==> src/design/size_class_slab_allocator_unit_assert.svh <==
// Assertion macros for the slab allocator checks.
// Used by the top level; expects clk and rst_n in scope.
`ifndef SIZE_CLASS_SLAB_ALLOCATOR_UNIT_ASSERT_SVH
`define SIZE_CLASS_SLAB_ALLOCATOR_UNIT_ASSERT_SVH

// same-cycle implication
`define SCSA_ASSERT_IMPL(lbl, ante, cons) \
  lbl: assert property (@(posedge clk) disable iff (!rst_n) (ante) |-> (cons)) \
    else $error("slab allocator check failed");

// next-cycle implication
`define SCSA_ASSERT_NEXT(lbl, ante, cons) \
  lbl: assert property (@(posedge clk) disable iff (!rst_n) (ante) |=> (cons)) \
    else $error("slab allocator check failed");

`endif

==> src/design/scsa_ram.sv <==
// Generic simple dual-port RAM: one write port, one read port, registered read.
// No dependencies.
module scsa_ram #(
  parameter int WIDTH = 8,
  parameter int DEPTH = 16
) (
  input  logic                     clk,
  input  logic                     wr_en,
  input  logic [$clog2(DEPTH)-1:0] wr_addr,
  input  logic [WIDTH-1:0]         wr_data,
  input  logic                     rd_en,
  input  logic [$clog2(DEPTH)-1:0] rd_addr,
  output logic [WIDTH-1:0]         rd_data
);

  logic [WIDTH-1:0] mem [DEPTH];

  always_ff @(posedge clk) begin
    if (wr_en) begin
      mem[wr_addr] <= wr_data;
    end
    if (rd_en) begin
      rd_data <= mem[rd_addr];
    end
  end

endmodule
==> config.mk <==
export PLATFORM = sky130hd
export DESIGN_NAME = scsa_ram
export DESIGN_NICKNAME = d
export VERILOG_FILES = /design/src/design/size_class_slab_allocator_unit_assert.svh /design/src/design/scsa_ram.sv
export SDC_FILE = /design/constraint.sdc
export NUM_CORES = 1
export LEC_CHECK = 0
export ABC_AREA = 1
export BUFFER_PORTS_ARGS = -buffer_cell sky130_fd_sc_hd__buf_2
export CAP_MARGIN = 25
export CELL_PAD_IN_SITES_DETAIL_PLACEMENT = 0
export CELL_PAD_IN_SITES_GLOBAL_PLACEMENT = 1
export CORE_ASPECT_RATIO = 1.5
export CORE_MARGIN = 5
export CORE_UTILIZATION = 43
export CTS_CLUSTER_SIZE = 14
export DETAILED_ROUTE_END_ITERATION = 8
export PLACE_DENSITY_LB_ADDON = 0.1
export SLEW_MARGIN = 25
export SYNTH_ARGS = -nofsm -noshare
export SYNTH_HDL_FRONTEND = slang
export SYNTH_SLANG_ARGS = --single-unit
==> constraint.sdc <==
create_clock -name clk -period 1.25 [get_ports clk]
set_input_delay 0.25 -clock clk [delete_from_list [all_inputs] [get_ports clk]]
set_output_delay 0.25 -clock clk [all_outputs]
set_load 0.1 [all_outputs]
==> results of run 1 <==
-- synth_stat cells --
library cell    n
buf_1           1
buf_4           4
buf_2          13
buf_6           6
inv_1         100
nand3_1        97
edfxtp_1      136
inv_2           2
nor2_1         17
nand3b_1        2
nand2_1       173
-- registers in the layout, summed over array words and instances, names as in the netlist --
signal   count
mem        128
rd_data      8
-- power by group through the flow --
| stage | sequential (W) | clock, W | combinational, W |
|---|---|---|---|
| floorplan | 0.00542 | 0 | 0.000360 |
| global placement | 0.00528 | 0 | 0.000930 |
| detailed placement | 0.00528 | 0 | 0.000934 |
| CTS | 0.00519 | 0.00559 | 0.000936 |
| global route | 0.00519 | 0.00582 | 0.000997 |
| finish | 0.00519 | 0.00552 | 0.000922 |
-- logic make-up after synthesis --
family,count (synthesis),share of synthesized area
flip-flops,136,0.698
buffers and inverters,126,0.0939
AND/OR/NAND/NOR,289,0.208
-- final cells by class --
cell class | count | area, um2
well taps | 162 | 203
flip-flops and latches | 136 | 4080
multi-input cells | 289 | 1210
inverters | 102 | 383
clock inverters | 14 | 228
fillers | 1167 | 6250
clock buffers | 18 | 429
repair buffers | 63 | 616
-- stage by stage --
| stage | hold slack [ps] | setup slack (ps) | setup TNS, ps |
|---|---|---|---|
| 2_1_floorplan | 349 | 49.2 | 0 |
| 3_3_place_gp | 666 | -240 | -1670 |
| 3_5_place_dp | 661 | -268 | -2160 |
| 4_1_cts | 234 | -148 | -625 |
| 5_1_grt | 246 | -142 | -697 |
| 6_report | 256 | -121 | -506 |
-- path summary, 6_finish.rpt --
path | startpoint | to | slack, ps
max reg2reg | mem[1][3] | rd_data[3] | 100
max | rd_data[5] | rd_data[5] | -120
min | wr_data[6] | mem[13][6] | 260
min reg2reg | mem[10][6] | rd_data[6] | 720
-- metal layers --
layer,vias up,GRT usage
li1,1902,-
met1,1865,0.219
met2,104,0.330
met3,22,0.0380
met4,0,0.0817
met5,-,0
-- layout by cell type (no fill, tap or decap), drive strengths merged --
cell type,netlist,layout
edfxtp,136,136
clkinv,0,7
nand2,173,173
inv,102,103
bufinv,0,6
nand3,97,97
nand3b,2,2
nor2,17,17
buf,24,63
clkbuf,0,18
==> out/metrics.cfg, run 1 <==
[detailed_routing]
via_per_inst=4.97
dr.pass1.iters=5
wl_met1_um=5790
ant_nets=0
wl_met3_um=620
routed-wl-met2_um=7580
initialDrtViolationCount=253
drt-wirelength-per-cell_um=18.4
drt-total-wl_um=14500
num_vias=3893
route.detailed.drc=0
top_layer=met4

[power]
power_switching_share=0.212
seqPwrFrac=0.446
clkPwrFrac=0.475
comb_power_share=0.079
power.density_nw_per_um2=1630
power.internal_w=0.00916
finalPower_w=0.0116
p_switching_w=0.00247
peakVddDrop_mv=0.985
leakage_nw=3.11

[cts]
clock_latency_ps=410
numClockSinks=136
cts_tree=built
cts_inserted_buffers=17
cts.htree.levels=4
clockRootBuffer=clkbuf_16
ctsResizeCount=0
path_clk_slew_ps=60
holdBufCountCts=0
cts_setup_buffers=0
clockBufferDepth=2

[run_status]
outcome=complete, but fails checks
violations=setup timing

[sta]
timing.final.ws_setup_ps=-121
slew_viol_final=0
finalCritPeriodShare=1.10
hold_viol_final=0
max_slew.worst_pin.slew_ps=403
layout_min_cycle_time_ps=1370
rsz0062_at_grt=yes
finClkSkew_ps=6.77
setup_violations=8
relSlewSlack=0.732
fmax_mhz=729

[synthesis]
ys_seq_elements=136
yosys-top-cells-area=edfxtp_1, nand2_1, nand3_1
syn_area_per_cell_um2=10.6
yosysWarningCount=0
netlist_area_um2=5850
syn_nets=570
ys_seq_area_frac=0.698
synth_top_cell_by_area=edfxtp_1
syn_inst=551
synth_top_area_frac=0.698
yosysUniqueCellTypes=11

[critical_path]
cp_top_family=flip-flops
crit_fanout=1
critPathMaxStageDelay_ps=500
cp_num_cells=1
critical_path_required_ps=1000
cp_cell_sequence=buf_12
rr_worst_depth=6
cp.buffers_inverters=1
start_kind=flip-flop
critPathArrivalTime_ps=1120
critPathCaptureType=output port
crit_type=flip-flop to output port
cpMaxStageDelayCell=edfxtp_1

[grt]
grt_start_max_net_pins=40
grt_pass1_vias=3951
grt-ovfl-total=0
grt_first_pass_wirelength_um=22100
grtUsageTotal=0.187
antenna_found_initial=0

[floorplanning]
die_w_um=105
dieArea_um2=16100
row_count=52
core_um2=13400
chipHeight_um=153
ioPinCount=27
start_util=0.436

[placed_design]
dp.cells=752
dp_hpwl_um=9700
gp_congestion=0.783
placed_cell_area_um2=6500
io_buffers=26

[hold_path]
min_path_cells=1
hold_path.class=primary input to flip-flop

[finish]
instances_no_fill=784
final_core_util=0.534
syn_to_final_growth_pct=22.4
final_layout_size_suffix_gt1_frac=0.150
finalInstanceArea_um2=7160
nets=628
antenna_cells=0

[job]
maxCapViolations=0

(Power assumes the default switching activity.)
==> run 2: changes to the inputs <==
--- a/config.mk
+++ b/config.mk
@@ -10,7 +10,7 @@
 export CAP_MARGIN = 25
 export CELL_PAD_IN_SITES_DETAIL_PLACEMENT = 0
 export CELL_PAD_IN_SITES_GLOBAL_PLACEMENT = 1
-export CORE_ASPECT_RATIO = 1.5
+export CORE_ASPECT_RATIO = 1.2
 export CORE_MARGIN = 5
 export CORE_UTILIZATION = 43
 export CTS_CLUSTER_SIZE = 14
==> run 2 against run 1 <==
  * The run still ends with setup timing left
  * Sequential share of layout area grew 1.3 points
  * Final cell count is the same
  * Flip-flop and latch count is the same
  * Total power shrank 7.6%
  * Worst hold slack lost 76 ps
  * Die area shrank 0.24%
  * Clock power shrank 15%
  * Critical path depth is the same
  * Utilization shrank 0.77 points
  * Via count shrank 3.0%
  * Non-clock buffer count shrank 6
  * Worst setup slack gained 81 ps
==> out/metrics.cfg, run 2 (synthesis results as in run 1) <==
[sta]
timing.final.ws_setup_ps=-40.3
hold_ws_ps=180
finalCritPeriodShare=1.03
slew_viol_final=0
fmax_mhz=775
layout_min_cycle_time_ps=1290
setup_violations=8
hold_viol_final=0
finClkSkew_ps=7.97
max_slew.worst_pin.slew_ps=417
rsz0062_at_grt=yes
relSlewSlack=0.722

[power]
power.density_nw_per_um2=1540
leakage_nw=3.01
peakVddDrop_mv=0.756
finalPower_w=0.0108

[detailed_routing]
drt-wirelength-per-cell_um=17.3
num_vias=3776
ant_nets=0
initialDrtViolationCount=193
drt-total-wl_um=13500
route.detailed.drc=0
dr.pass1.iters=4
via_per_inst=4.82

[finish]
largest_register=mem
largest_reg_flops=128
antenna_cells=0
layout_common_cells=nand2_1, edfxtp_1, inv_1
syn_to_final_growth_pct=19.6
reg_top3=mem (128), rd_data (8)
finalInstanceArea_um2=7000
mostFrequentLayoutCell=nand2_1
nets=622
fill_cells=1189
final_layout_size_suffix_gt1_frac=0.148

[cts]
clockBufferDepth=2
path_clk_slew_ps=60
cts_tree=built
clock_latency_ps=420
clockRootBuffer=clkbuf_16
cts_inserted_buffers=17
numClockSinks=136
cts.htree.levels=4
cts_setup_buffers=0

[job]
maxCapViolations=0

[floorplanning]
chipHeight_um=138
ioPinCount=27
row_count=46
die_w_um=116
start_util=0.440
core_um2=13300
dieArea_um2=16000

[critical_path]
crit_fanout=1
reg2reg_to=rd_data[1]
start_kind=flip-flop
r2r_slack_ps=90
cp.buffers_inverters=1
r2r-start=mem[11][1]
cp_top_family=flip-flops
cp_cell_sequence=buf_12
cpMaxStageDelayCell=edfxtp_1
critPathCaptureType=output port
critPathArrivalTime_ps=1040
critPathMaxStageDelay_ps=430
crit_type=flip-flop to output port
rr_worst_depth=6
critical_path_required_ps=1000

[placed_design]
dp_hpwl_um=8480
io_buffers=26
placed_cell_area_um2=6440
gp_congestion=0.874

[grt]
grt_first_pass_wirelength_um=21400
antenna_found_initial=0
grt_start_max_net_pins=61
grt-ovfl-total=0
grtUsageTotal=0.184
grt_pass1_vias=3684

[run_status]
outcome=complete, but fails checks
violations=setup timing

[hold_path]
worstHoldStart=rd_en
worstHoldEndpoint=rd_data[0]
min_path_cells=1
hold_path.class=primary input to flip-flop

==> run 2: cell types whose count changed in the layout (fill, tap and decap cells not counted) <==
| cell | change |
|---|---|
| buf_4 | -4 |
| clkinv_1 | -2 |
| nand3_1 | -1 |
| clkbuf_1 | -1 |
| bufinv_16 | -5 |
| clkinv_4 | -1 |
| buf_12 | -2 |
| clkinvlp_4 | +6 |
| nand3_2 | +1 |
| clkinv_2 | +1 |
| inv_6 | +2 |
==> run 2: metrics by stage <==
stage                     utilization  setup TNS [ps]  instances  setup slack, ps
after CTS                       0.526            -359        784            -62.4
after global routing            0.526            -452        784            -76.3
after detailed placement        0.484           -2030        752             -235
after global placement          0.484           -1900        752             -228
final                           0.526            -205        784            -40.3
after floorplan                     -               0        551             49.2
==> run 2: per-layer routing <==
layer | share of wire | up-vias | track usage
li1 | - | 1884 | -
met5 | 0 | - | 0
met1 | 0.47 | 1785 | 0.266
met2 | 0.47 | 96 | 0.280
met3 | 0.050 | 11 | 0.0382
met4 | 0.0093 | 0 | 0.0561
==> run 2: power breakdown <==
| group | total [W] | internal [W] | switching [W] | leakage (nW) |
|---|---|---|---|---|
| Clock | 0.00469 | 0.00273 | 0.00196 | 0.256 |
| Combinational | 0.000889 | 0.000282 | 0.000606 | 1.52 |
| Sequential | 0.00517 | 0.00514 | 0.0000361 | 1.24 |
==> run 2: worst max path at each step <==
stage / from / endpoint / cells after the start
final: rd_data[4] / rd_data[4] / 1
after global routing: rd_data[3] / rd_data[3] / 1
after CTS: rd_data[4] / rd_data[4] / 1
after detailed placement: rd_addr[0] / rd_data[2] / 7
after global placement: rd_addr[0] / rd_data[2] / 7
after floorplan: wr_addr[3] / mem[4][0] / 2
==> run 2: cell type report <==
class / instances / area [um2] / share of cell area
clock buffers: 17 / 425 / 0.0608
clock inverters: 15 / 129 / 0.0184
inverters: 102 / 383 / 0.0547
multi-input cells: 289 / 1220 / 0.174
flip-flops and latches: 136 / 4080 / 0.584
well taps: 168 / 210 / 0.0300
repair buffers: 57 / 546 / 0.0780
==> run 2: what timing repair did <==
item,4_1_cts,5_1_grt
setup endpoints to repair,8,9
endpoints found under the hold margin,0,0
hold buffers,0,0
gates resized for setup,0,1
